$ cat src/km8h_ram.sv
// ----------------------------------------------------------------------------
// km8h_ram
// Generic single-write, single-read RAM with a registered read port.
// ----------------------------------------------------------------------------
module km8h_ram #(
	parameter int WIDTH = 8,
	parameter int DEPTH = 16
) (
	input  logic                     clk,
	input  logic                     we,
	input  logic [$clog2(DEPTH)-1:0] waddr,
	input  logic [WIDTH-1:0]         wdata,
	input  logic [$clog2(DEPTH)-1:0] raddr,
	output logic [WIDTH-1:0]         rdata
);

	logic [WIDTH-1:0] mem_q [DEPTH];
	logic [WIDTH-1:0] rdata_q;

	// write port
	always_ff @(posedge clk) begin
		if (we) begin
			mem_q[waddr] <= wdata;
		end
	end

	// registered read port
	always_ff @(posedge clk) begin
		rdata_q <= mem_q[raddr];
	end

	assign rdata = rdata_q;

endmodule

$ cat config.mk
export PLATFORM = sky130hd
export DESIGN_NAME = km8h_ram
export DESIGN_NICKNAME = d
export VERILOG_FILES = /design/src/km8h_ram.sv
export SDC_FILE = /design/constraint.sdc
export NUM_CORES = 1
export LEC_CHECK = 0
export BUFFER_PORTS_ARGS = -buffer_cell sky130_fd_sc_hd__buf_2
export CORE_UTILIZATION = 60
export CTS_CLUSTER_DIAMETER = 60
export DETAILED_ROUTE_END_ITERATION = 6
export GPL_TIMING_DRIVEN = 1
export PLACE_DENSITY = 0.78
export SETUP_SLACK_MARGIN = 0.2
export SYNTH_ARGS = -nofsm -noshare
export SYNTH_HDL_FRONTEND = slang
export SYNTH_SLANG_ARGS = --single-unit
export TNS_END_PERCENT = 20
$ cat constraint.sdc
create_clock -name clk -period 2.1 [get_ports clk]
set_input_delay 0.21 -clock clk [delete_from_list [all_inputs] [get_ports clk]]
set_output_delay 0.21 -clock clk [all_outputs]
set_load 0.01 [all_outputs]
Word-level counts from Yosys, hierarchy flattened
Memories as Yosys holds them, arrays and structs flattened. A register that Yosys moved wholly into a read port is not among the register bits.
Index checks and enable logic that the tools add are counted.
- memories: 1
- bits in registers: 0
- bits in latches: 0
- output and inout bits: 8
- logic and storage cells: 3
- input port bits: 18
- bits in read-only memories: 0
- bits in writable memories: 128
- equality and inequality tests: 0
- $lt $le $gt $ge: 0
- reductions and logical operators: 0
- muxes and demuxes: 2
- bitwise logic cells: 0
- add/sub/neg operators: 0
- divide/modulo/power cells: 0
- shifts and indexed selects: 0
- multipliers: 0
- memory list (name ; depth ; width ; rd ports ; clocked after memory_dff ; write ports ; line ; text):
    mem_q ; 16 ; 8 ; 1 ; 1 ; 1 ; 17 ; logic [WIDTH-1:0] mem_q [DEPTH];
- operators with widths (cell ; count):
    1-bit 2-to-1 mux ; 2

Logic depth before layout (Yosys ltp)
Gate-level depths: netlist of run 1.
- depth after elaboration: 2
- mapped depth: 5
- depth with buffers taken out: 3

Worst setup path before layout of run 1
No wires, ideal clock.
- kind: in2reg
- from: input waddr[2]
- to: memory mem_q[0][0], enable pin
- slack: 0.397 ns
- arrival: 1.320 ns
- stages on the path: 2
- setup time: 0.383 ns
- required time: 1.717 ns
- buffers on the path: 0
- cell sequence: or3b_2 nor3_1
- RTL lines (element ; line ; text):
    start, declared ; 11 ; input logic [$clog2(DEPTH)-1:0] waddr,
    end, declared ; 17 ;
Straight into the memory's write port.

==> results of run 1 <==
[worst register-to-register path, delay by kind of cell (launching register included)]
kind	cells	cell delay (ns)
AOI/OAI and AO/OA	1	0.31
DFF	1	0.35
muxes	1	0.51
and+or+nand+nor	1	0.13
[through the flow]
| stage | cell area, um2 | hold WS (ns) | cells |
|---|---|---|---|
| 6_report | 6140 | 0.0716 | 402 |
| 5_1_grt | 6140 | 0.0543 | 402 |
| 4_1_cts | 6140 | 0.0478 | 402 |
| 3_5_place_dp | 5500 | 0.603 | 370 |
| 3_3_place_gp | 5500 | 0.592 | 370 |
| 2_1_floorplan | 5150 | 0.309 | 229 |
[cells in the final DEF, fill, tap and decap left out, types with 2 or more instances in the layout]
cell	instances
mux4_1	14
clkbuf_16	16
bufinv_16	5
clkinvlp_4	2
dfxtp_1	8
edfxtp_1	128
a22oi_1	16
buf_4	19
buf_12	2
mux4_2	18
clkinv_4	4
nand2b_1	2
nor2_1	13
nand2_1	9
buf_2	25
nand3b_1	2
inv_6	2
nor3_1	4
[layout make-up]
cell class / count / area [um2] / area share
multi-input combinational: 83 / 1060 / 0.172
clock buffer: 18 / 418 / 0.0681
clock inverter: 14 / 223 / 0.0363
tap: 105 / 131 / 0.0214
timing repair buffer: 46 / 308 / 0.0501
sequential: 136 / 4000 / 0.652
[power by group through the flow]
stage          Clock, W  Combinational (W)  Sequential [W]
2_1_floorplan         0           0.000154         0.00311
3_3_place_gp          0           0.000274         0.00310
3_5_place_dp          0           0.000287         0.00311
4_1_cts         0.00320           0.000290         0.00305
5_1_grt         0.00331           0.000310         0.00306
6_report        0.00316           0.000286         0.00305
[flip-flops by register name (all words and copies together) (netlist names)]
name,cells
mem_q,128
rdata,8
[routing by layer]
metal  vias to the layer above  global-route usage
li1                       1085                   -
met1                      1323               0.323
met2                       103               0.365
met3                        11              0.0821
met4                         0              0.0871
met5                         -                   0
[cell families (layout without fill, tap and decap cells)]
family                 after synthesis  count (layout)  synth area share
AO/OA/AOI/OAI                       16              16            0.0233
multiplexers                        32              32             0.150
AND/OR/NAND/NOR                     35              35            0.0318
flip-flops                         136             136             0.778
buffers and inverters               10              78            0.0168
[how the worst max path moves through the flow]
stage | depth (start not counted) | slack (ns) | endpoint | start
floorplan | 2 | 0.40 | mem_q[0][0] | waddr[2]
global placement | 5 | 0.44 | rdata[5] | raddr[0]
detailed placement | 5 | 0.37 | rdata[4] | raddr[0]
CTS | 3 | 0.66 | rdata[4] | mem_q[9][4]
global route | 3 | 0.63 | rdata[5] | mem_q[1][5]
finish | 3 | 0.67 | rdata[4] | mem_q[9][4]
==> results.sh, run 1 <==
export IMPL_wl_met2_mm=4.83
export IMPL_r2r_slack_ns=0.67
export IMPL_maxSlewViolCount=0
export IMPL_post_cts_setup_buffer_count=0
export IMPL_crit_required_ns=2.49
export IMPL_relSlewSlack=0.572
export IMPL_finalCritPeriodShare=0.682
export IMPL_syn_nets=247
export IMPL_place_ws_ns=0.370
export IMPL_fin_util=0.744
export IMPL_synth_largest_area_cell="edfxtp_1"
export IMPL_worstMarginPinSlew_ns=0.639
export IMPL_io_pins=26
export IMPL_powerDensity_nw_per_um2=1060
export IMPL_clkLatencyLatePin_ns=0.52
export IMPL_hold_path_cell_count=1
export IMPL_place_hpwl_mm=5.85
export IMPL_first_pass_iters=5
export IMPL_port_buffers=25
export IMPL_critPathLaunchType="flip-flop"
export IMPL_synthArstFlopShare=0
export IMPL_worst_path_buf_inv=0
export IMPL_synth_edf_count=128
export IMPL_worstPathMaxFanout=1
export IMPL_synth_most_common_cell="edfxtp_1"
export IMPL_yosysSeqAreaShare=0.778
export IMPL_crit_chain="mux4_1 -> a22oi_1 -> nand2_1"
export IMPL_post_cts_resized=0
export IMPL_cts_tree="yes"
export IMPL_seqPwrFrac=0.470
export IMPL_synth_top_cell_area_share=0.747
export IMPL_reg2reg_from="mem_q[9][4]"
export IMPL_grt_pass1_vias=2529
export IMPL_total_power_w=0.00650
export IMPL_yosys_register_bits=136
export IMPL_arrival_ns=1.82
export IMPL_final_hold_violation_count=0
export IMPL_cpMaxStageDelayCell="mux4_1"
export IMPL_yosys_top_cells_count="edfxtp_1, mux4_2, a22oi_1, mux4_1, nor2_1"
export IMPL_grt_overflow=0
export IMPL_cts_buffer_depth=2
export IMPL_gp_congestion=0.823
export IMPL_dr_wl_met3_um=576
export IMPL_synthToLayoutAreaGrowth_pct=19.3
export IMPL_met1_length_mm=3.89
export IMPL_antenna_found_initial=0
export IMPL_internal_power_w=0.00522
export IMPL_drive_gt1_frac=0.323
export IMPL_drt_iter0_markers=249
export IMPL_cts_sinks=136
export IMPL_wl_per_cell_um=23.4
export IMPL_fillCellCount=464
export IMPL_antenna_cells=0
export IMPL_die_area_um2=8950
export IMPL_switching_share=0.197
export IMPL_holdCritPathClass="input port to flip-flop"
export IMPL_pwr_share_clk=0.486
export IMPL_outcome="finished, final reports clean"
export IMPL_num_rows=33
export IMPL_grt_max_degree=33
export IMPL_p_sw_w=0.00128
export IMPL_maxCapViolations=0
export IMPL_p_comb_frac=0.044
export IMPL_start_util=0.623
export IMPL_rsz0062_at_grt="false"
export IMPL_die_w_um=94.6
export IMPL_synthCells=229
export IMPL_coreArea_um2=8260
export IMPL_htree_num_levels=4
export IMPL_r2r_end="rdata[4]"
export IMPL_period_needed_ns=1.43
export IMPL_syn_area_um2=5150
export IMPL_p_leak_nw=2.12
export IMPL_highest_layer="met4"
export IMPL_fin_skew_ns=0.00846
export IMPL_cp_top_family="multiplexers"
export IMPL_postCtsHoldBufs=0
export IMPL_clk_pin_slew_ns=0.06
export IMPL_hold_start="wdata[7]"
export IMPL_worstSetupPathType="flip-flop to flip-flop"
export IMPL_fmax_mhz=698
export IMPL_antenna_left=0
export IMPL_synth_area_leaders="edfxtp_1, mux4_2, mux4_1"
export IMPL_slowest_delay_ns=0.51
export IMPL_setup_violations=0
export IMPL_vias=2522
export IMPL_ir_worst_vdd_v=0.000806
export IMPL_grt_pass1_wl_mm=14.3
export IMPL_tns_ns=0
export IMPL_clockRootBuffer="clkbuf_8"
export IMPL_die_y_um=94.6
export IMPL_critPathCaptureType="flip-flop"
export IMPL_hold_path_end="mem_q[9][7]"
export IMPL_cts_buffers=17
export IMPL_drc_errors=0
export IMPL_setup_slack_ns=0.667
export IMPL_syn_area_per_cell_um2=22.5
export IMPL_layout_nets=302
export IMPL_ff2ff_path_depth=3
export IMPL_synth_warnings=0
export IMPL_synth_ff_type="edfxtp_1"
export IMPL_track_usage=0.239
export IMPL_avgViaCountPerCell=6.27
export IMPL_yosysUniqueCellTypes=19
export IMPL_wirelength_mm=9.41
No activity file was read; power rests on OpenSTA's default activity.
==> inputs of run 2 (changes only) <==
--- a/config.mk
+++ b/config.mk
@@ -6,11 +6,11 @@
 export NUM_CORES = 1
 export LEC_CHECK = 0
 export BUFFER_PORTS_ARGS = -buffer_cell sky130_fd_sc_hd__buf_2
-export CORE_UTILIZATION = 60
+export CORE_UTILIZATION = 54
 export CTS_CLUSTER_DIAMETER = 60
 export DETAILED_ROUTE_END_ITERATION = 6
 export GPL_TIMING_DRIVEN = 1
-export PLACE_DENSITY = 0.78
+export PLACE_DENSITY = 0.74
 export SETUP_SLACK_MARGIN = 0.2
 export SYNTH_ARGS = -nofsm -noshare
 export SYNTH_HDL_FRONTEND = slang
==> constraint.sdc (replaced) <==
create_clock -name clk -period 1.3 [get_ports clk]
set_input_delay 0.13 -clock clk [delete_from_list [all_inputs] [get_ports clk]]
set_output_delay 0.13 -clock clk [all_outputs]
set_load 0.01 [all_outputs]
==> results.sh, run 2 (synthesis results as in run 1) <==
export IMPL_finalCritPeriodShare=1.01
export IMPL_track_usage=0.226
export IMPL_fillCellCount=597
export IMPL_cts_sinks=136
export IMPL_ff2ff_path_depth=3
export IMPL_ir_worst_vdd_v=0.000844
export IMPL_worstSetupEndpoint="rdata[3]"
export IMPL_fin_skew_ns=0.00656
export IMPL_antenna_cells=0
export IMPL_relSlewSlack=0.397
export IMPL_coreArea_um2=9240
export IMPL_wl_per_cell_um=22.7
export IMPL_holdCritPathClass="input port to flip-flop"
export IMPL_post_cts_setup_buffer_count=0
export IMPL_worstMarginPinSlew_ns=0.902
export IMPL_placed_cell_area_um2=5640
export IMPL_antenna_left=0
export IMPL_critPathCaptureType="flip-flop"
export IMPL_num_rows=35
export IMPL_rsz0062_at_grt="true"
export IMPL_antenna_found_initial=0
export IMPL_drt_iter0_markers=182
export IMPL_worst_path_buf_inv=0
export IMPL_hold_path_cell_count=1
export IMPL_start_util=0.557
export IMPL_layout_nets=313
export IMPL_cts_tree="yes"
export IMPL_clk_pin_slew_ns=0.06
export IMPL_gp_congestion=0.720
export IMPL_tns_ns=-0.0141
export IMPL_grt_overflow=0
export IMPL_synthToLayoutAreaGrowth_pct=21.6
export IMPL_cts_buffer_depth=2
export IMPL_maxSlewViolCount=0
export IMPL_worst_path_stages=3
export IMPL_layout_commonest_cell="edfxtp_1"
export IMPL_worstPathMaxFanout=1
export IMPL_place_hpwl_mm=6.01
export IMPL_r2r_end="rdata[3]"
export IMPL_vias=2480
export IMPL_layout_common_cells="edfxtp_1, mux4_2, buf_4, buf_2, clkbuf_16"
export IMPL_powerDensity_nw_per_um2=1550
export IMPL_multi_input_area_um2=1090
export IMPL_setup_slack_ns=-0.0141
export IMPL_critPathLaunch="mem_q[2][3]"
export IMPL_cp_top_family="multiplexers"
export IMPL_slowest_delay_ns=0.48
export IMPL_place_ws_ns=-0.333
export IMPL_clockRootBuffer="clkbuf_8"
export IMPL_final_hold_violation_count=0
export IMPL_cts_buffers=17
export IMPL_maxCapViolations=0
export IMPL_reg2reg_from="mem_q[2][3]"
export IMPL_worstSetupPathType="flip-flop to flip-flop"
export IMPL_port_buffers=25
export IMPL_period_needed_ns=1.31
export IMPL_drive_gt1_frac=0.412
export IMPL_fmax_mhz=761
export IMPL_arrival_ns=1.71
export IMPL_crit_chain="mux4_2 -> a22oi_2 -> nand2_1"
export IMPL_largest_reg_flops=128
export IMPL_htree_num_levels=4
export IMPL_crit_required_ns=1.70
export IMPL_die_w_um=99.6
export IMPL_regMostFlops="mem_q"
export IMPL_holdWs_ns=0.0170
export IMPL_die_area_um2=9930
export IMPL_grt_pass1_vias=2614
export IMPL_critPathLaunchType="flip-flop"
export IMPL_wirelength_mm=9.94
export IMPL_drc_errors=0
export IMPL_outcome="finished, violations left"
export IMPL_cpMaxStageDelayCell="mux4_2"
export IMPL_grt_pass1_wl_mm=15.3
export IMPL_avgViaCountPerCell=5.68
export IMPL_violations="setup timing"
export IMPL_r2r_slack_ns=-0.01
export IMPL_first_pass_iters=5
export IMPL_grt_max_degree=24
export IMPL_io_pins=26
export IMPL_clkLatencyLatePin_ns=0.52
export IMPL_die_y_um=99.6
export IMPL_regArea_um2=4010
export IMPL_setup_violations=1
export IMPL_design_area_um2=6260
export IMPL_p_leak_nw=2.10
[run 2: final cells by class]
cell class,count,area share
Clock inverter,8,0.0120
Clock buffer,24,0.0719
Multi-Input combinational cell,83,0.174
Tap cell,129,0.0258
Sequential cell,136,0.640
Timing Repair Buffer,57,0.0761
[run 2: timing repair]
item                                   4_1_cts  5_1_grt
hold buffers                                 6        0
setup endpoints to repair                   11       14
endpoints found under the hold margin       81        0
gates resized for setup                     12       20
pin swaps                                    5        7
[run 2: power by group]
part	internal [W]	switching, W	leakage, nW
clock	0.00257	0.00165	0.257
combinational	0.000266	0.000293	0.616
sequential	0.00491	0.0000346	1.22
[run 2: metal layers]
layer | track usage | up-vias | routed length [um]
met5 | 0 | - | 0
met4 | 0.0894 | 0 | 150
met3 | 0.0562 | 14 | 734
met2 | 0.364 | 92 | 5010
met1 | 0.302 | 1277 | 4040
li1 | - | 1097 | -
[run 2: worst min-delay path by stage]
stage	startpoint	to	slack (ns)
after floorplan	wdata[0]	mem_q[0][0]	0.23
after global placement	wdata[5]	mem_q[6][5]	0.51
after detailed placement	rdata[5]	rdata[5]	0.53
after CTS	wdata[1]	mem_q[7][1]	0.004
after global routing	wdata[3]	mem_q[4][3]	0.02
final	wdata[3]	mem_q[2][3]	0.02
[run 2: stage by stage]
| step | instances | total power [W] | util |
|---|---|---|---|
| floorplan | 229 | 0.00528 | - |
| global placement | 399 | 0.00550 | 0.610 |
| detailed placement | 399 | 0.00551 | 0.610 |
| CTS | 437 | 0.00974 | 0.675 |
| global route | 437 | 0.0100 | 0.678 |
| finish | 437 | 0.00973 | 0.678 |
==> inputs of run 3 (changes only) <==
--- a/config.mk
+++ b/config.mk
@@ -6,11 +6,12 @@
 export NUM_CORES = 1
 export LEC_CHECK = 0
 export BUFFER_PORTS_ARGS = -buffer_cell sky130_fd_sc_hd__buf_2
-export CORE_UTILIZATION = 54
+export CORE_UTILIZATION = 57
+export CTS_BUF_LIST = sky130_fd_sc_hd__clkbuf_2
 export CTS_CLUSTER_DIAMETER = 60
 export DETAILED_ROUTE_END_ITERATION = 6
 export GPL_TIMING_DRIVEN = 1
-export PLACE_DENSITY = 0.74
+export PLACE_DENSITY = 0.78
 export SETUP_SLACK_MARGIN = 0.2
 export SYNTH_ARGS = -nofsm -noshare
 export SYNTH_HDL_FRONTEND = slang
==> constraint.sdc (replaced) <==
create_clock -name clk -period 1.3 [get_ports clk]
set_input_delay 0.13 -clock clk [delete_from_list [all_inputs] [get_ports clk]]
set_output_delay 0.13 -clock clk [all_outputs]
set_load 0.05 [all_outputs]
==> results.sh, run 3 (synthesis results as in run 1) <==
export IMPL_outcome="finished, violations left"
export IMPL_violations="setup timing"
export IMPL_fin_util=0.688
export IMPL_maxSlewViolCount=0
export IMPL_setup_slack_ns=-0.0136
export IMPL_avgViaCountPerCell=6.02
export IMPL_fmax_mhz=761
export IMPL_design_area_um2=6000
export IMPL_drc_errors=0
export IMPL_start_util=0.590
export IMPL_worst_path_buf_inv=1
export IMPL_die_w_um=97.0
export IMPL_fillCellCount=541
export IMPL_switching_share=0.237
export IMPL_synthToLayoutAreaGrowth_pct=16.5
export IMPL_grtUsageMet2=0.339
export IMPL_pwr_share_clk=0.269
export IMPL_grt_pass1_vias=2643
export IMPL_place_hpwl_mm=6.24
export IMPL_htree_num_levels=4
export IMPL_first_pass_iters=5
export IMPL_wirelength_mm=9.61
export IMPL_setup_violations=2
export IMPL_finalCritPeriodShare=1.01
export IMPL_drt_iter0_markers=193
export IMPL_total_power_w=0.00769
export IMPL_clkLatencyLatePin_ns=0.65
export IMPL_wl_per_cell_um=22.8
export IMPL_instances_no_fill=422
export IMPL_io_pins=26
export IMPL_port_buffers=25
export IMPL_cts_tree="yes"
export IMPL_crit_chain="buf_8"
export IMPL_antenna_found_initial=0
export IMPL_cpMaxStageDelayCell="dfxtp_2"
export IMPL_largest_reg_flops=128
export IMPL_layout_nets=319
export IMPL_die_y_um=97.0
export IMPL_cts_sinks=136
export IMPL_p_sw_w=0.00182
export IMPL_final_hold_violation_count=0
export IMPL_layout_commonest_cell="edfxtp_1"
export IMPL_gr_usage_met1=0.302
export IMPL_powerDensity_nw_per_um2=1280
export IMPL_period_needed_ns=1.31
export IMPL_reg2reg_from="mem_q[3][1]"
export IMPL_vias=2539
export IMPL_crit_required_ns=1.17
export IMPL_ir_worst_vdd_v=0.000839
export IMPL_grt_pass1_wl_mm=15.0
export IMPL_regMostFlops="mem_q"
export IMPL_holdCritPathClass="input port to flip-flop"
export IMPL_post_place_cells=379
export IMPL_layout_common_cells="edfxtp_1, mux4_2, buf_4, clkbuf_2, buf_2"
export IMPL_internal_power_w=0.00587
export IMPL_coreArea_um2=8720
export IMPL_critPathLaunchType="flip-flop"
export IMPL_clockRootBuffer="clkbuf_2"
export IMPL_cts_buffers=17
export IMPL_grt_use_met3=0.0643
export IMPL_grt_busiest_layer="met2"
export IMPL_arrival_ns=1.18
export IMPL_clk_pin_slew_ns=0.19
export IMPL_rsz0062_at_grt="true"
export IMPL_num_rows=34
export IMPL_slowest_delay_ns=0.39
export IMPL_antenna_left=0
export IMPL_worstSetupPathType="flip-flop to primary output"
export IMPL_holdWs_ns=0.00296
export IMPL_grt_overflow=0
export IMPL_seqPwrFrac=0.643
export IMPL_cp_top_family="flip-flops"
export IMPL_postCtsHoldBufs=11
export IMPL_critPathCaptureType="primary output"
export IMPL_antenna_cells=0
export IMPL_hold_start="waddr[3]"
export IMPL_p_comb_frac=0.088
export IMPL_track_usage=0.224
export IMPL_worstMarginPinSlew_ns=0.913
export IMPL_grt_max_degree=19
export IMPL_fin_skew_ns=0.0287
export IMPL_gp_congestion=0.747
export IMPL_p_leak_nw=1.99
export IMPL_placed_cell_area_um2=5620
export IMPL_cts_buffer_depth=2
export IMPL_die_area_um2=9410
export IMPL_critPathLaunch="rdata[0]"
export IMPL_relSlewSlack=0.390
export IMPL_drive_gt1_frac=0.424
export IMPL_worstPathMaxFanout=1
export IMPL_maxCapViolations=0
==> run 3: stage by stage <==
stage                     setup slack, ns  TNS [ns]
after detailed placement           -0.230     -3.08
after global routing               -0.108    -0.652
final                             -0.0136   -0.0147
after floorplan                   -0.0216    -0.173
after CTS                         -0.0634    -0.227
after global placement             -0.193     -1.83
==> run 3: cell type report <==
cell class / count / area [um2] / area share
multi-input combinational: 83 / 1090 / 0.183
timing repair buffer: 63 / 566 / 0.0943
clock inverter: 12 / 85.1 / 0.0142
tap: 108 / 135 / 0.0225
sequential: 136 / 4020 / 0.670
clock buffer: 20 / 100 / 0.0167
==> run 3: tightest hold or removal path: cells and delay by family <==
kind | cells | cell delay [ns]
simple gates | 2 | 0.27
buf+inv | 1 | 0.08
==> run 3: timing repair <==
action / 4_1_cts / 5_1_grt
gates cloned: 0 / 0
resized for setup: 48 / 5
hold endpoints to repair: 143 / 8
pin swaps: 13 / 8
setup buffers: 0 / 0
endpoints found under the setup margin: 16 / 16
==> run 3: worst paths after layout <==
kind / slack, ns / cells after the start / to
setup reg to reg: 0.02 / 3 / rdata[1]
setup / recovery: -0.01 / 1 / rdata[0]
hold / removal: 0.003 / 3 / mem_q[3][1]
hold reg to reg: 0.70 / 3 / rdata[3]
==> run 3: power by group through the flow <==
| stage | logic, W | clock network (W) | registers (W) |
|---|---|---|---|
| floorplan | 0.000254 | 0 | 0.00512 |
| global placement | 0.000559 | 0 | 0.00502 |
| detailed placement | 0.000577 | 0 | 0.00502 |
| CTS | 0.000674 | 0.00209 | 0.00494 |
| global route | 0.000722 | 0.00229 | 0.00495 |
| finish | 0.000679 | 0.00207 | 0.00494 |
==> run 3: routing by layer <==
metal / part of all wire / vias to the layer above
met3: 0.069 / 22
li1: - / 1119
met5: 0 / -
met2: 0.49 / 119
met4: 0.024 / 0
met1: 0.42 / 1279
