<file path="config.mk">
export PLATFORM = sky130hd
export DESIGN_NAME = km8h_ctrl
export DESIGN_NICKNAME = d
export VERILOG_FILES = /design/src/km8h_pkg.sv /design/src/km8h_cmp.sv /design/src/km8h_ctrl.sv
export SDC_FILE = /design/constraint.sdc
export NUM_CORES = 1
export LEC_CHECK = 0
export BUFFER_PORTS_ARGS = -buffer_cell sky130_fd_sc_hd__buf_2
export CAP_MARGIN = 40
export CORE_MARGIN = 8
export CORE_UTILIZATION = 60
export CTS_CLUSTER_SIZE = 24
export DETAILED_ROUTE_END_ITERATION = 10
export PLACE_DENSITY = 0.92
export RECOVER_POWER = 100
export SLEW_MARGIN = 20
export SYNTH_ARGS = -nofsm -noshare
export SYNTH_HDL_FRONTEND = slang
export SYNTH_SLANG_ARGS = --single-unit
export TNS_END_PERCENT = 50
</file>
<file path="constraint.sdc">
create_clock -name clk -period 10.1 [get_ports clk]
set_clock_uncertainty 0.2 [all_clocks]
set_input_delay 1.01 -clock clk [delete_from_list [all_inputs] [get_ports clk]]
set_output_delay 1.01 -clock clk [all_outputs]
set_load 0.05 [all_outputs]
</file>
<file path="src/km8h_pkg.sv">
// ----------------------------------------------------------------------------
// km8h_pkg
// Shared types and constants for the 8-ary max-heap merge core: heap
// geometry, entry layout, command codes, memory request and sequencer states.
// ----------------------------------------------------------------------------
package km8h_pkg;

	// heap geometry
	localparam int MAX_LISTS = 256;
	localparam int FANOUT    = 8;

	// field widths
	localparam int VAL_W = 31;
	localparam int OWN_W = 8;
	localparam int CMD_W = 2;
	localparam int CNT_W = 9;

	// derived widths: entry index, heap size, child position
	localparam int IDX_W  = $clog2(MAX_LISTS);
	localparam int SIZE_W = $clog2(MAX_LISTS + 1);
	localparam int CH_W   = $clog2(MAX_LISTS * FANOUT + FANOUT + 1);

	// command codes; code 3 is unused and only reports the top
	typedef enum logic [CMD_W-1:0] {
		CMD_LOAD    = 2'd0,
		CMD_BUILD   = 2'd1,
		CMD_REPLACE = 2'd2
	} cmd_t;

	// one heap entry: current head value and the list that owns it
	typedef struct packed {
		logic [VAL_W-1:0] value;
		logic [OWN_W-1:0] owner;
	} entry_t;

	localparam int ENTRY_W = $bits(entry_t);

	// request from the sequencer to the heap memory
	typedef struct packed {
		logic             we;
		logic [IDX_W-1:0] waddr;
		entry_t           wdata;
		logic [IDX_W-1:0] raddr;
	} mem_req_t;

	// sequencer states
	typedef enum logic [7:0] {
		S_IDLE   = 8'b0000_0001,
		S_KRD    = 8'b0000_0010,
		S_KCAP   = 8'b0000_0100,
		S_SETUP  = 8'b0000_1000,
		S_SCAN   = 8'b0001_0000,
		S_DECIDE = 8'b0010_0000,
		S_PLACE  = 8'b0100_0000,
		S_DONE   = 8'b1000_0000
	} state_t;

endpackage

</file>
<file path="src/km8h_cmp.sv">
// ----------------------------------------------------------------------------
// km8h_cmp
// Shared value comparator. Serves both the child scan (child against best
// so far) and the sift decision (best child against the key).
// ----------------------------------------------------------------------------
module km8h_cmp (
	input  logic [km8h_pkg::VAL_W-1:0] a,
	input  logic [km8h_pkg::VAL_W-1:0] b,
	output logic                       gt
);

	import km8h_pkg::*;

	// strict greater-than keeps the lowest position on ties
	assign gt = (a > b);

endmodule

</file>
<file path="src/km8h_ctrl.sv">
// ----------------------------------------------------------------------------
// km8h_ctrl
// Sequencer of the heap core. Runs load, build and replace commands over the
// heap memory, scanning children one read per cycle through the shared
// comparator and moving the key down one level per pass.
// ----------------------------------------------------------------------------
module km8h_ctrl (
	input  logic                       clk,
	input  logic                       arst_n,
	input  logic                       start,
	input  logic [km8h_pkg::CMD_W-1:0] command,
	input  logic [km8h_pkg::OWN_W-1:0] list_index,
	input  logic [km8h_pkg::VAL_W-1:0] value,
	input  logic [km8h_pkg::CNT_W-1:0] list_count,
	input  km8h_pkg::entry_t           rdata,
	output km8h_pkg::mem_req_t         mem_req,
	output logic                       busy,
	output logic                       done,
	output km8h_pkg::entry_t           top
);

	import km8h_pkg::*;

	state_t            state_q;
	entry_t            top_q;
	entry_t            key_q;
	entry_t            best_q;
	logic [IDX_W-1:0]  best_idx_q;
	logic [IDX_W-1:0]  pos_q;
	logic [IDX_W-1:0]  i_q;
	logic              build_q;
	logic [CH_W-1:0]   rd_q;
	logic [CH_W-1:0]   last_q;
	logic              vld_s1;
	logic              first_s1;
	logic [IDX_W-1:0]  idx_s1;

	logic [SIZE_W-1:0] size;
	logic [CH_W-1:0]   size_ch;
	logic [CH_W-1:0]   first;
	logic [CH_W-1:0]   last_full;
	logic [CH_W-1:0]   last;
	logic [IDX_W-1:0]  build_top;
	logic              accept;
	logic              in_range;
	logic              issue;
	logic              take_child;
	logic              more_build;
	logic [VAL_W-1:0]  cmp_a;
	logic [VAL_W-1:0]  cmp_b;
	logic              gt;

	// heap size: list count saturated at the memory depth
	assign size    = (32'(list_count) > MAX_LISTS) ? SIZE_W'(MAX_LISTS) : SIZE_W'(list_count);
	assign size_ch = CH_W'(size);

	// child range of the current position
	assign first     = CH_W'(pos_q) * CH_W'(FANOUT) + CH_W'(1);
	assign last_full = first + CH_W'(FANOUT - 1);
	assign last      = (last_full >= size_ch) ? (size_ch - CH_W'(1)) : last_full;

	// last internal node, where a build starts
	assign build_top = IDX_W'((size - SIZE_W'(2)) / FANOUT);

	assign accept     = start && (state_q == S_IDLE);
	assign in_range   = (32'(list_index) < MAX_LISTS);
	assign issue      = (state_q == S_SCAN) && (rd_q <= last_q);
	assign more_build = build_q && (i_q != '0);

	// steer the shared comparator
	always_comb begin
		if (state_q == S_DECIDE) begin
			cmp_a = best_q.value;
			cmp_b = key_q.value;
		end else begin
			cmp_a = rdata.value;
			cmp_b = best_q.value;
		end
	end

	km8h_cmp u_cmp (
		.a  (cmp_a),
		.b  (cmp_b),
		.gt (gt)
	);

	assign take_child = vld_s1 && (first_s1 || gt);

	// memory requests
	always_comb begin
		mem_req.we    = 1'b0;
		mem_req.waddr = pos_q;
		mem_req.wdata = key_q;
		mem_req.raddr = pos_q;
		case (state_q)
			S_IDLE: begin
				if (accept && (command == CMD_LOAD) && in_range) begin
					mem_req.we          = 1'b1;
					mem_req.waddr       = IDX_W'(list_index);
					mem_req.wdata.value = value;
					mem_req.wdata.owner = list_index;
				end else if (accept && (command == CMD_REPLACE) && (size < SIZE_W'(2))) begin
					mem_req.we          = 1'b1;
					mem_req.waddr       = '0;
					mem_req.wdata.value = value;
					mem_req.wdata.owner = top_q.owner;
				end
			end
			S_SCAN: begin
				mem_req.raddr = rd_q[IDX_W-1:0];
			end
			S_DECIDE: begin
				mem_req.we    = 1'b1;
				mem_req.wdata = gt ? best_q : key_q;
			end
			S_PLACE: begin
				mem_req.we = 1'b1;
			end
			default: begin
				mem_req.we = 1'b0;
			end
		endcase
	end

	// mirror entry 0 so the top is always at hand
	always_ff @(posedge clk) begin
		if (mem_req.we && (mem_req.waddr == '0)) begin
			top_q <= mem_req.wdata;
		end
	end

	// sequencer control
	always_ff @(posedge clk or negedge arst_n) begin
		if (!arst_n) begin
			state_q  <= S_IDLE;
			build_q  <= 1'b0;
			vld_s1   <= 1'b0;
			first_s1 <= 1'b0;
		end else begin
			case (state_q)
				S_IDLE: begin
					if (accept) begin
						case (cmd_t'(command))
							CMD_LOAD: begin
								state_q <= S_DONE;
							end
							CMD_BUILD: begin
								if (size < SIZE_W'(2)) begin
									state_q <= S_DONE;
								end else begin
									build_q <= 1'b1;
									state_q <= S_KRD;
								end
							end
							CMD_REPLACE: begin
								build_q <= 1'b0;
								if (size < SIZE_W'(2)) begin
									state_q <= S_DONE;
								end else begin
									state_q <= S_SETUP;
								end
							end
							default: begin
								state_q <= S_DONE;
							end
						endcase
					end
				end
				S_KRD: begin
					state_q <= S_KCAP;
				end
				S_KCAP: begin
					state_q <= S_SETUP;
				end
				S_SETUP: begin
					vld_s1 <= 1'b0;
					if (first >= size_ch) begin
						state_q <= S_PLACE;
					end else begin
						state_q <= S_SCAN;
					end
				end
				S_SCAN: begin
					vld_s1   <= issue;
					first_s1 <= (rd_q == first);
					if (!issue && !vld_s1) begin
						state_q <= S_DECIDE;
					end
				end
				S_DECIDE: begin
					if (gt) begin
						state_q <= S_SETUP;
					end else if (more_build) begin
						state_q <= S_KRD;
					end else begin
						state_q <= S_DONE;
					end
				end
				S_PLACE: begin
					if (more_build) begin
						state_q <= S_KRD;
					end else begin
						state_q <= S_DONE;
					end
				end
				S_DONE: begin
					state_q <= S_IDLE;
				end
				default: begin
					state_q <= S_IDLE;
				end
			endcase
		end
	end

	// sequencer datapath
	always_ff @(posedge clk) begin
		case (state_q)
			S_IDLE: begin
				if (accept && (command == CMD_BUILD)) begin
					i_q   <= build_top;
					pos_q <= build_top;
				end else if (accept && (command == CMD_REPLACE)) begin
					key_q.value <= value;
					key_q.owner <= top_q.owner;
					pos_q       <= '0;
				end
			end
			S_KCAP: begin
				key_q <= rdata;
			end
			S_SETUP: begin
				rd_q   <= first;
				last_q <= last;
			end
			S_SCAN: begin
				idx_s1 <= rd_q[IDX_W-1:0];
				if (issue) begin
					rd_q <= rd_q + CH_W'(1);
				end
				if (take_child) begin
					best_q     <= rdata;
					best_idx_q <= idx_s1;
				end
			end
			S_DECIDE: begin
				if (gt) begin
					pos_q <= best_idx_q;
				end else if (more_build) begin
					i_q   <= i_q - IDX_W'(1);
					pos_q <= i_q - IDX_W'(1);
				end
			end
			S_PLACE: begin
				if (more_build) begin
					i_q   <= i_q - IDX_W'(1);
					pos_q <= i_q - IDX_W'(1);
				end
			end
			default: begin
				pos_q <= pos_q;
			end
		endcase
	end

	assign busy = (state_q != S_IDLE);
	assign done = (state_q == S_DONE);
	assign top  = top_q;

endmodule

</file>
Yosys cells after proc, flatten, opt, wreduce, memory -nomap -nowiden
Index checks and enable logic that the tools add are counted.
{"block": "totals", "romBits": 0, "input_bits": 92, "latch_bits": 0, "register_bits": 184, "out_inout_bits": 97, "mem_count": 0, "ram_bits": 0, "elab_cells": 114}
{"block": "classes", "multipliers": 0, "reduce_logical": 28, "mux": 37, "div": 0, "n_eq_ne": 21, "addsub": 6, "shifts": 0, "n_lt_le_gt_ge": 6, "bitwise": 0}
{"operator": "$pmux 39 s2", "count": 2}
{"operator": "$mux 8", "count": 15}
{"operator": "$mux 39", "count": 3}
{"operator": "$mux 48", "count": 2}
{"operator": "$mux 31", "count": 2}
{"operator": "$pmux 8 s7", "count": 1}
{"operator": "$pmux 8 s3", "count": 2}
{"operator": "$gt 31x31->1", "count": 1}
{"operator": "$ge 12x9->1", "count": 2}
{"operator": "$mux 12", "count": 2}
{"operator": "$pmux 12 s2", "count": 1}
{"operator": "$pmux 8 s2", "count": 1}
{"operator": "$add 11x1->12 const B", "count": 1}
{"operator": "$add 12x1->12 const B", "count": 1}
{"operator": "$add 12x3->12 const B", "count": 1}
{"operator": "$eq 12x12->1", "count": 1}
{"operator": "$le 12x12->1", "count": 1}
{"operator": "$logic_and 1x1->1", "count": 10}
{"operator": "$ne 2x2->1 const B", "count": 5}
{"operator": "$sub 9x1->10 const B", "count": 1}
{"operator": "$sub 9x2->10 const B", "count": 1}
{"operator": "$gt 9x9->1 const B", "count": 1}
{"operator": "$lt 9x2->1 const B", "count": 1}
{"operator": "$mux 9", "count": 1}
{"operator": "28 further kinds", "count": 39}

Logic depth before layout (Yosys ltp)
Gate-level depths: netlist of the first run.
{"block": "logic_depth", "ltp_word": 9, "depth_mapped": 17, "ltp_nobuf": 12}

Hierarchy
Synthesis of the first run repeated with hierarchy kept, for this count alone.
{"block": "hier_totals", "cells_unflattened": 925, "hier_area_um2": 10870.4}
{"module": "km8h_ctrl", "area_each_um2": 10052.1, "cells_each": 817, "n_inst": 1, "seq_area_each_um2": 5471.5}
{"module": "km8h_cmp", "area_each_um2": 818.3, "cells_each": 108, "n_inst": 1, "seq_area_each_um2": 0.0}

Worst setup path before layout of the first run
Ideal clock, no wire load.
{"block": "synth_timing", "path_type": "register to output", "startpoint": "register state_q[1]", "endpoint": "output mem_req[16] in the netlist's numbering", "n_path_buf": 4, "arrival_time_ns": 4.808, "path_slack_ns": 4.082, "required_time_ns": 8.890, "path_stages_with_launch": 17, "path_cell_list": "dfrtp_1 or4_1 or3_1 or3b_1 clkbuf_1 clkbuf_1 clkbuf_1 mux2_2 ha_1 a211oi_1 nor2_1 o31a_1 o41a_1 o21ba_2 nor2_1 clkbuf_1 a21o_1"}
{"element": "start: declaration", "line_no": "km8h_ctrl.sv:24", "rtl": "state_t state_q;"}
{"element": "start signal: assignment", "line_no": "km8h_ctrl.sv:135", "rtl": "state_q <= S_IDLE;"}
{"element": "start signal: assignment", "line_no": "km8h_ctrl.sv:145", "rtl": "state_q <= S_DONE;"}
{"element": "start signal: assignment", "line_no": "km8h_ctrl.sv:149", "rtl": "state_q <= S_DONE;"}
{"element": "end: declaration", "line_no": "km8h_ctrl.sv:16", "rtl": "output km8h_pkg::mem_req_t mem_req,"}

Worst setup path after layout of the first run
{"block": "layout_timing", "startpoint": "input list_count[1] in the netlist's numbering", "endpoint": "register top_q, in the netlist top[31], enable pin"}
{"block": "layout_between", "elab_chain_cells": 9, "word_cells_on_any_way": 10, "cone_classes": "order compare (2); mux (5); reduce/logical (3)"}
{"element": "start: declaration", "line_no": "km8h_ctrl.sv:14", "rtl": "input logic [km8h_pkg::CNT_W-1:0] list_count,"}
{"element": "$gt 9x9->1", "line_no": "km8h_ctrl.sv:54", "rtl": "assign size = (32'(list_count) > MAX_LISTS) ? SIZE_W'(MAX_LISTS) : SIZE_W'(list_count);"}
{"element": "$mux 9 *", "line_no": "km8h_ctrl.sv:54"}
{"element": "$lt 9x2->1 *", "line_no": "km8h_ctrl.sv:102", "rtl": "end else if (accept && (command == CMD_REPLACE) && (size < SIZE_W'(2))) begin"}
{"element": "$logic_and 1x1->1 *", "line_no": "km8h_ctrl.sv:102"}
{"element": "$mux 48 *", "line_no": "km8h_ctrl.sv:102"}
{"element": "$mux 48 *", "line_no": "km8h_ctrl.sv:97", "rtl": "if (accept && (command == CMD_LOAD) && in_range) begin"}
{"element": "$mux 8", "line_no": "km8h_ctrl.sv:95", "rtl": "case (state_q)"}
{"element": "$logic_not 8->1", "line_no": "km8h_ctrl.sv:127", "rtl": "if (mem_req.we && (mem_req.waddr == '0)) begin"}
{"element": "$logic_and 1x1->1 *", "line_no": "km8h_ctrl.sv:127"}
{"element": "end signal: assignment", "line_no": "km8h_ctrl.sv:128", "rtl": "top_q <= mem_req.wdata;"}
{"element": "end: declaration", "line_no": "km8h_ctrl.sv:25", "rtl": "entry_t top_q;"}
Every way passes the cells marked *; elsewhere a longest branch is shown, timed or not.
A chain may end at the register's enable or synchronous reset.

==> results of run 1 <==
==> metal layers <==
| layer | vias up | routed length, um |
|---|---|---|
| li1 | 3734 | - |
| met1 | 4045 | 11000 |
| met2 | 584 | 14800 |
| met3 | 118 | 3430 |
| met4 | 2 | 1330 |
| met5 | - | 13 |
==> flip-flops by register name, summed over array words and instances, names as in the netlist, 8 cells and up <==
name	cells
best_idx_q	8
best_q	39
i_q	8
idx_s1	8
key_q	39
last_q	12
pos_q	8
rd_q	12
state_q	8
top	39
==> cells in the final DEF (no fill, tap or decap), types with 3 or more instances in the layout <==
| cell type | n |
|---|---|
| sky130_fd_sc_hd__a211o_1 | 8 |
| sky130_fd_sc_hd__a211oi_1 | 3 |
| sky130_fd_sc_hd__a21o_1 | 36 |
| sky130_fd_sc_hd__a21oi_1 | 39 |
| sky130_fd_sc_hd__a221o_1 | 5 |
| sky130_fd_sc_hd__a22o_1 | 32 |
| sky130_fd_sc_hd__and2_0 | 4 |
| sky130_fd_sc_hd__and3_1 | 7 |
| sky130_fd_sc_hd__buf_2 | 56 |
| sky130_fd_sc_hd__buf_4 | 3 |
| sky130_fd_sc_hd__clkbuf_1 | 140 |
| sky130_fd_sc_hd__clkbuf_16 | 17 |
| sky130_fd_sc_hd__clkinv_2 | 3 |
| sky130_fd_sc_hd__dfrtp_1 | 10 |
| sky130_fd_sc_hd__edfxtp_1 | 173 |
| sky130_fd_sc_hd__ha_1 | 64 |
| sky130_fd_sc_hd__inv_1 | 30 |
| sky130_fd_sc_hd__inv_6 | 3 |
| sky130_fd_sc_hd__inv_8 | 3 |
| sky130_fd_sc_hd__mux2_2 | 71 |
| sky130_fd_sc_hd__mux2i_1 | 43 |
| sky130_fd_sc_hd__nand2_1 | 86 |
| sky130_fd_sc_hd__nand2b_1 | 4 |
| sky130_fd_sc_hd__nand3_1 | 19 |
| sky130_fd_sc_hd__nand3b_1 | 6 |
| sky130_fd_sc_hd__nand4_1 | 14 |
| sky130_fd_sc_hd__nor2_1 | 52 |
| sky130_fd_sc_hd__nor3_1 | 14 |
| sky130_fd_sc_hd__nor4_1 | 11 |
| sky130_fd_sc_hd__o211ai_1 | 5 |
| sky130_fd_sc_hd__o21ai_0 | 38 |
| sky130_fd_sc_hd__or2_2 | 3 |
| sky130_fd_sc_hd__or4_1 | 5 |
| sky130_fd_sc_hd__xnor2_1 | 19 |
| sky130_fd_sc_hd__xor2_1 | 18 |
==> synth_stat cells (27+ instances only) <==
library cell               instances
sky130_fd_sc_hd__o21ai_0          37
sky130_fd_sc_hd__mux2i_1          43
sky130_fd_sc_hd__inv_1            30
sky130_fd_sc_hd__clkbuf_1         27
sky130_fd_sc_hd__nand2_1          86
sky130_fd_sc_hd__ha_1             64
sky130_fd_sc_hd__a22o_1           32
sky130_fd_sc_hd__nor2_1           52
sky130_fd_sc_hd__a21oi_1          39
sky130_fd_sc_hd__a21o_1           36
sky130_fd_sc_hd__edfxtp_1        173
sky130_fd_sc_hd__mux2_2           72
==> worst reg2reg max path, cell delays in order (launching register included) <==
cell,delay (ns)
sky130_fd_sc_hd__dfrtp_1,0.43
sky130_fd_sc_hd__or4_1,0.54
sky130_fd_sc_hd__or3_1,0.34
sky130_fd_sc_hd__or3b_1,0.70
sky130_fd_sc_hd__buf_4,0.50
sky130_fd_sc_hd__mux2_2,0.38
sky130_fd_sc_hd__ha_1,0.31
sky130_fd_sc_hd__nand4_1,0.19
sky130_fd_sc_hd__or4_1,0.60
sky130_fd_sc_hd__nor2_1,0.11
sky130_fd_sc_hd__o41a_1,0.22
sky130_fd_sc_hd__o311a_1,0.97
sky130_fd_sc_hd__clkbuf_1,1.17
==> cell type report <==
class                           instances  area [um^2]
Sequential cell                       184         5470
Inverter                               30          113
Clock buffer                           17          425
Multi-Input combinational cell        637         4780
Clock inverter                         15          185
Timing Repair Buffer                  199          828
Fill cell                            1207         5210
Antenna cell                            1         2.50
Tap cell                              225          282
==> logic make-up (layout without fill, tap and decap cells) <==
group / Yosys count / count (layout)
xor+xnor: 37 / 37
buf+inv: 77 / 261
compound gates: 188 / 188
other cells: 0 / 1
fa+ha+maj: 64 / 64
flops: 184 / 184
simple gates: 233 / 233
mux: 115 / 115
==> power groups by stage <==
stage | clock network (mW) | registers (mW) | logic (mW)
2_1_floorplan | 0 | 0.943 | 0.547
3_3_place_gp | 0 | 0.959 | 0.699
3_5_place_dp | 0 | 0.960 | 0.725
4_1_cts | 0.700 | 0.944 | 0.736
5_1_grt | 0.723 | 0.949 | 0.765
6_report | 0.702 | 0.947 | 0.721
==> worst paths after layout <==
path,slack [ns],endpoint,from,cells after the start
max,1.59,top[31],list_count[1],9
min,0.22,best_idx_q[7],idx_s1[7],0
max reg2reg,3.03,best_q[30],state_q[1],12
min reg2reg,0.22,best_idx_q[7],idx_s1[7],0
max in group asynchronous,8.92,state_q[1],arst_n,1
min in group asynchronous,0.36,first_s1,arst_n,1
==> stage by stage <==
stage / worst slack (ns) / area [um^2]
global route: 1.15 / 12100
floorplan: 4.08 / 10600
detailed placement: 3.03 / 11700
finish: 1.59 / 12100
CTS: 2.51 / 12300
global placement: 3.20 / 11700
==> run summary, run 1 <==
FINISH
-----------------------------------------------------------------------------------------------
Nets .............................................................................         1225
P&R area growth vs syn ...........................................................        13.8%
End-of-flow core utilization .....................................................        0.699
Layout cells sized above 1 .......................................................        0.158
Cell Count, Final, Fillers Out ...................................................         1308

GLOBAL ROUTE
-----------------------------------------------------------------------------------------------
Global-route track usage on met1 .................................................        0.318
GR Layer Usage met2 ..............................................................        0.457
Global-route wire length before repair ...........................................     46500 um
Number of antenna violations at the first check in global routing ................            2
Gr ovfl total ....................................................................            0
GR Util All Layers ...............................................................        0.269
Via count of the first global-routing pass .......................................         8473
Pin count of the biggest net entering global routing .............................           51
Met3 Use GR ......................................................................       0.0631
GRT Max-Usage Layer ..............................................................         met2

ROUTING
-----------------------------------------------------------------------------------------------
Initial DRT Pass Iterations ......................................................            6
Number of nets with antenna violations after routing .............................            0
Avg Vias per Cell ................................................................         6.49
Via count of the routed design ...................................................         8483
Total Wirelength .................................................................     30600 um
Detailed-route wire length per cell ..............................................      23.4 um
Number of DRC violations after detailed-routing iteration 0 ......................          801
Residual DRC .....................................................................            0

CRITICAL PATH
-----------------------------------------------------------------------------------------------
Kind of launch point of the worst setup path .....................................    input pin
Cell with the most instances on the worst path ................................... sky130_fd_sc_hd__clkbuf_1
List of cells traversed by the critical path ..................................... clkbuf_1, or4_1, nor4_1, nand4_1, nand2_1, clkbuf_1, o21ai_0, nor4b_4, clkbuf_1
Largest delay contributor family on the critical path ............................ simple AND/OR/NAND/NOR gates
Critical path start-end classification ........................................... input pin to flip-flop
Worst stage delay on the critical path ...........................................      1.69 ns
Largest fanout on the critical path ..............................................           39
Slowest stage cell, crit path .................................................... sky130_fd_sc_hd__clkbuf_1
Total buffers and inverters traversed by the critical path .......................            3
Sort of element at the end of the critical path ..................................    flip-flop
Worst path arrival time ..........................................................      8.33 ns
Required @ worst endpoint ........................................................      9.91 ns

FLOORPLAN
-----------------------------------------------------------------------------------------------
Initial standard-cell utilization of the core ....................................        0.614
Die Footprint ....................................................................  0.0222 mm^2
Area of the core region ..........................................................  0.0173 mm^2
Number of primary I/O pins .......................................................          189
Row count ........................................................................           48
Floorplan die height .............................................................       149 um
DIE WIDTH ........................................................................       149 um

POWER
-----------------------------------------------------------------------------------------------
Cell Int Power ...................................................................      1.46 mW
Cell area power density ..........................................................  196 mW/mm^2
Sequential Power Share ...........................................................        0.400
Tot Pwr ..........................................................................      2.37 mW
Peak ir drop on the vdd network ..................................................       157 uV
Fraction of power consumed by combinational cells ................................        0.304
Switching Power ..................................................................     0.908 mW
Sw Share .........................................................................        0.383
Share of power burned in the clock network .......................................        0.296
Leak pwr .........................................................................      5.01 nW

CLOCK NETWORK
-----------------------------------------------------------------------------------------------
Number of hold-repair buffers added at the cts stage .............................            0
Clock input transition at the sequential cells of the worst setup and hold paths .      0.08 ns
Cts bufs inserted ................................................................           17
Latest clock arrival within the worst-skew pair ..................................      0.45 ns
Clk Tree Root Cell ............................................................... sky130_fd_sc_hd__clkbuf_16
TritonCTS clock tree .............................................................          yes
Number of buffers on the longest clock path ......................................            2
Clk sinks ........................................................................          184
H-tree lvl count .................................................................            4
Number of gates resized after CTS ................................................            0
Number of buffers added for setup after CTS ......................................            0

TIMING
-----------------------------------------------------------------------------------------------
Number of endpoints failing setup at the final stage .............................            0
Final Hold Vio Count .............................................................            0
Minimum period implied by the final worst setup slack ............................      8.51 ns
Max Transition Viols Final .......................................................          177
Final worst-path cycle share .....................................................        0.843
Setup repair after global routing missed its margin ..............................           no
Achievable Freq ..................................................................      117 MHz
Worst slew margin ................................................................       -0.702
Worst hold margin ................................................................     0.219 ns
Actual slew at the worst max-slew pin ............................................      2.55 ns
Final setup TNS ..................................................................         0 ns

SYNTHESIS
-----------------------------------------------------------------------------------------------
Adder and majority cell fraction of the synthesized area .........................       0.0754
Area share of xor/xnor cells in the synthesized design ...........................       0.0305
Synthesized Nets .................................................................         1054
Register area share after synthesis ..............................................        0.515
Async set-reset flop share out of synthesis ......................................       0.0598
Mapped Area ......................................................................  0.0106 mm^2
Main combinational cell family by area after synthesis ........................... compound AO/OA/AOI/OAI gates
Number of synthesis warnings .....................................................            0
Flip-flop cell with the highest count after synthesis ............................ sky130_fd_sc_hd__edfxtp_1
Area contributors post-synth ..................................................... sky130_fd_sc_hd__edfxtp_1 49%, sky130_fd_sc_hd__mux2_2 7.6%, sky130_fd_sc_hd__ha_1 7.5%, sky130_fd_sc_hd__mux2i_1 4.1%, sky130_fd_sc_hd__nand2_1 3.0%
Syn Area/Cell ....................................................................    11.8 um^2
Yosys top cell area share ........................................................        0.489
Post-synthesis compound-gate area fraction .......................................        0.123
Basic-gate share of the synthesized area counting and, or, nand and nor cells ....        0.107
Multiplexer share of the synthesized area ........................................        0.117
Syn Inst Count ...................................................................          898
Flops & latches, synth ...........................................................          184
Area leader, netlist ............................................................. sky130_fd_sc_hd__edfxtp_1
Count of distinct cell types in the synthesized netlist ..........................           62
Post-synth EDFFs .................................................................          173

PLACEMENT
-----------------------------------------------------------------------------------------------
Number of buffers inserted by port buffering .....................................          188
Final weighted congestion in routability-driven placement ........................        0.960
Placed Instances .................................................................         1274
Detail Placement HPWL ............................................................     21500 um

RUN STATUS
-----------------------------------------------------------------------------------------------
Status ........................................................................... complete, but fails checks
Violated checks .................................................................. max-capacitance violations, max-slew violations

WORST HOLD PATH
-----------------------------------------------------------------------------------------------
Type of the worst min-delay path ................................................. flip-flop to flip-flop

RUN
-----------------------------------------------------------------------------------------------
# Max-Cap Violations .............................................................            6

Note: power is estimated with default switching activity, not from simulation.
==> inputs of run 2 (changes only) <==
ABC_AREA = 1   (was unset)
CORE_UTILIZATION = 52   (was 60)
PLACE_DENSITY = 0.84   (was 0.92)
clock period = 7.5 ns   (was 10.1 ns; I/O delays follow)
==> run 2 against run 1 <==
  * The flow still finishes with violations (max-capacitance violations, max-slew violations)
  * Sequential power grew 81%
  * Cell area grew 9.5%
  * First-iteration DRC count grew 24%
  * Combinational power grew to 4.5 times the previous value
  * Non-clock buffer count grew 4
  * Synthesized cell count grew 55%
  * Core utilization shrank 11 points
==> run summary, run 2 <==
GLOBAL ROUTE
-----------------------------------------------------------------------------------------------
GR Util All Layers ...............................................................        0.239   -0.0298
Number of antenna violations at the first check in global routing ................            2   unchanged
Via count of the first global-routing pass .......................................        10500   +24%
GRT Max-Usage Layer ..............................................................         met2
Global-route track usage on met1 .................................................        0.289   -0.0295
GR Layer Usage met2 ..............................................................        0.404   -0.0524
Pin count of the biggest net entering global routing .............................          101   +98%
Global-route wire length before repair ...........................................     53600 um   +15%
Met3 Use GR ......................................................................       0.0547   -0.00845
Gr ovfl total ....................................................................            0   unchanged

SYNTHESIS
-----------------------------------------------------------------------------------------------
Mapped Area ......................................................................  0.0117 mm^2   +9.8%
Yosys top cell area share ........................................................        0.445   -0.0438
Synthesized Nets .................................................................         1544   +46%
Count of distinct cell types in the synthesized netlist ..........................           54   -13%
Area contributors post-synth ..................................................... sky130_fd_sc_hd__edfxtp_1 45%, sky130_fd_sc_hd__nand2_1 13%, sky130_fd_sc_hd__ha_1 6.9%, sky130_fd_sc_hd__o21ai_0 6.3%, sky130_fd_sc_hd__inv_1 5.3%
Multiplexer share of the synthesized area ........................................      0.00257   -0.114
Number of synthesis warnings .....................................................            0   unchanged
Syn Area/Cell ....................................................................    8.40 um^2   -29%
Syn Inst Count ...................................................................         1388   +55%
Post-synthesis compound-gate area fraction .......................................        0.111   -0.0125
Flip-flop cell with the highest count after synthesis ............................ sky130_fd_sc_hd__edfxtp_1
Flops & latches, synth ...........................................................          184   unchanged
Area leader, netlist ............................................................. sky130_fd_sc_hd__edfxtp_1
Cell with the most instances after synthesis ..................................... sky130_fd_sc_hd__nand2_1
Area share of xor/xnor cells in the synthesized design ...........................       0.0128   -0.0177
Adder and majority cell fraction of the synthesized area .........................       0.0686   -0.00674
Post-synth EDFFs .................................................................          173   unchanged
Basic-gate share of the synthesized area counting and, or, nand and nor cells ....        0.255   +0.148
Main combinational cell family by area after synthesis ........................... simple AND/OR/NAND/NOR gates
Top cells by count, synth ........................................................ 401 x sky130_fd_sc_hd__nand2_1, 173 x sky130_fd_sc_hd__edfxtp_1, 165 x sky130_fd_sc_hd__inv_1
Register area share after synthesis ..............................................        0.469   -0.0461
Async set-reset flop share out of synthesis ......................................       0.0598   unchanged

TIMING
-----------------------------------------------------------------------------------------------
Worst slew margin ................................................................       -0.593   +0.109
Achievable Freq ..................................................................      151 MHz
Worst hold margin ................................................................     0.221 ns   +0.00176 ns
Final worst-path cycle share .....................................................        0.884
Minimum period implied by the final worst setup slack ............................      6.63 ns
Final Hold Vio Count .............................................................            0   unchanged
Number of endpoints failing setup at the final stage .............................            0   unchanged
Actual slew at the worst max-slew pin ............................................      2.39 ns   -0.164 ns
Setup repair after global routing missed its margin ..............................           no
Final setup TNS ..................................................................         0 ns   unchanged
Max Transition Viols Final .......................................................          134   -24%

FINISH
-----------------------------------------------------------------------------------------------
Leading cell type in the layout, fill and taps excluded .......................... sky130_fd_sc_hd__nand2_1
Nets .............................................................................         1710   +40%
Most frequent cells in the layout ................................................ 409 x sky130_fd_sc_hd__nand2_1, 173 x sky130_fd_sc_hd__edfxtp_1, 166 x sky130_fd_sc_hd__inv_1
P&R area growth vs syn ...........................................................        13.5%
Layout cells sized above 1 .......................................................       0.0964   -0.0617

ROUTING
-----------------------------------------------------------------------------------------------
Number of nets with antenna violations after routing .............................            0   unchanged
Initial DRT Pass Iterations ......................................................            7   +1
Via count of the routed design ...................................................        10500   +24%
Residual DRC .....................................................................            0   unchanged
Detailed-route wire length per cell ..............................................      18.1 um   -22%
Number of DRC violations after detailed-routing iteration 0 ......................          996   +24%
Total Wirelength .................................................................     33600 um   +9.9%
Avg Vias per Cell ................................................................         5.67   -13%

RUN STATUS
-----------------------------------------------------------------------------------------------
Violated checks .................................................................. max-capacitance violations, max-slew violations
Status ........................................................................... complete, but fails checks

FLOORPLAN
-----------------------------------------------------------------------------------------------
DIE WIDTH ........................................................................       166 um   +11%
Floorplan die height .............................................................       166 um   +11%
Area of the core region ..........................................................  0.0223 mm^2   +29%
Initial standard-cell utilization of the core ....................................        0.523   -0.0909
Row count ........................................................................           55   +15%
Number of primary I/O pins .......................................................          189   unchanged
Die Footprint ....................................................................  0.0275 mm^2   +24%

PLACEMENT
-----------------------------------------------------------------------------------------------
Number of buffers inserted by port buffering .....................................          188   unchanged
Final weighted congestion in routability-driven placement ........................        0.918   -4.4%
Detail Placement HPWL ............................................................     24800 um   +15%

WORST HOLD PATH
-----------------------------------------------------------------------------------------------
Type of the worst min-delay path ................................................. flip-flop to flip-flop

CLOCK NETWORK
-----------------------------------------------------------------------------------------------
H-tree lvl count .................................................................            4   unchanged
Latest clock arrival within the worst-skew pair ..................................      0.44 ns   about the same
Number of gates resized after CTS ................................................            0   unchanged
Cts bufs inserted ................................................................           17   unchanged
Clock input transition at the sequential cells of the worst setup and hold paths .      0.07 ns   about the same
Clk sinks ........................................................................          184   unchanged
Clk Tree Root Cell ............................................................... sky130_fd_sc_hd__clkbuf_16
TritonCTS clock tree .............................................................          yes
Number of buffers on the longest clock path ......................................            2   unchanged

CRITICAL PATH
-----------------------------------------------------------------------------------------------
Worst stage delay on the critical path ...........................................      1.35 ns   -0.34 ns
Worst path arrival time ..........................................................      5.68 ns   -2.65 ns
List of cells traversed by the critical path ..................................... nor2_1, nand2_1, nor2_1, clkbuf_1, nand3_1, inv_2, nand2_4, nand2_4, o21ai_0, inv_1, o21ai_0, nand3_1, clkbuf_1
Sort of element at the end of the critical path ..................................   output pin
Slowest stage cell, crit path .................................................... sky130_fd_sc_hd__nor2_1
Kind of launch point of the worst setup path .....................................    flip-flop
Largest fanout on the critical path ..............................................           49   +26%
Critical path start-end classification ........................................... flip-flop to output pin
Required @ worst endpoint ........................................................      6.55 ns   -3.36 ns

POWER
-----------------------------------------------------------------------------------------------
Tot Pwr ..........................................................................      5.94 mW   +150%
Peak ir drop on the vdd network ..................................................       399 uV   +150%
Cell area power density ..........................................................  449 mW/mm^2   +130%
Leak pwr .........................................................................      5.90 nW   +18%

RUN
-----------------------------------------------------------------------------------------------
# Max-Cap Violations .............................................................            4   -2

[run 2: cell type report]
class | instances | area [um^2]
Clock inverter | 15 | 191
Multi-Input combinational cell | 976 | 5210
Inverter | 172 | 653
Sequential cell | 184 | 5470
Clock buffer | 17 | 425
Fill cell | 2041 | 9060
Antenna cell | 2 | 5.00
Tap cell | 285 | 357
Timing Repair Buffer | 203 | 923
[run 2: worst paths after layout]
check / start / endpoint / slack (ns) / cells after the start
max: state_q[4] / mem_req[19] / 0.87 / 13
min: idx_s1[1] / best_idx_q[1] / 0.22 / 0
max reg2reg: state_q[6] / best_q[38] / 0.97 / 20
min reg2reg: idx_s1[1] / best_idx_q[1] / 0.22 / 0
max in group asynchronous: arst_n / state_q[1] / 5.95 / 2
min in group asynchronous: arst_n / vld_s1 / 0.71 / 2
[run 2: metrics by stage]
step	util	std cells	worst slack, ns	cell area (um^2)
floorplan	-	1388	1.89	11700
global placement	0.572	1812	1.73	12800
detailed placement	0.578	1819	2.04	12900
CTS	0.606	1852	1.40	13500
global route	0.594	1854	0.503	13200
finish	0.594	1854	0.870	13200
[run 2: critical path, delay by kind of cell, from the launching register on]
family / cells / cell delay [ns]
buf+inv: 4 / 1.69
compound gates: 2 / 0.31
flops: 1 / 0.44
simple gates: 7 / 2.75
[run 2: kinds of logic after synthesis]
group | after synthesis
flops | 184
fa+ha+maj | 64
compound gates | 227
xor+xnor | 17
buf+inv | 228
simple gates | 665
mux | 3
[run 2: repair_timing]
action,CTS,global route
endpoints found under the hold margin,10,0
setup buffers,0,0
hold buffers,1,0
[run 2: power by group]
part / internal (mW) / switching, mW / total, mW
clock: 0.534 / 0.420 / 0.954
sequential: 1.50 / 0.209 / 1.71
combinational: 0.739 / 2.54 / 3.28
[run 2: layer usage]
layer  vias up  part of all wire
met4         0             0.027
met5         -                 0
met2       557              0.49
li1       5010                 -
met1      4877              0.39
met3        70             0.089
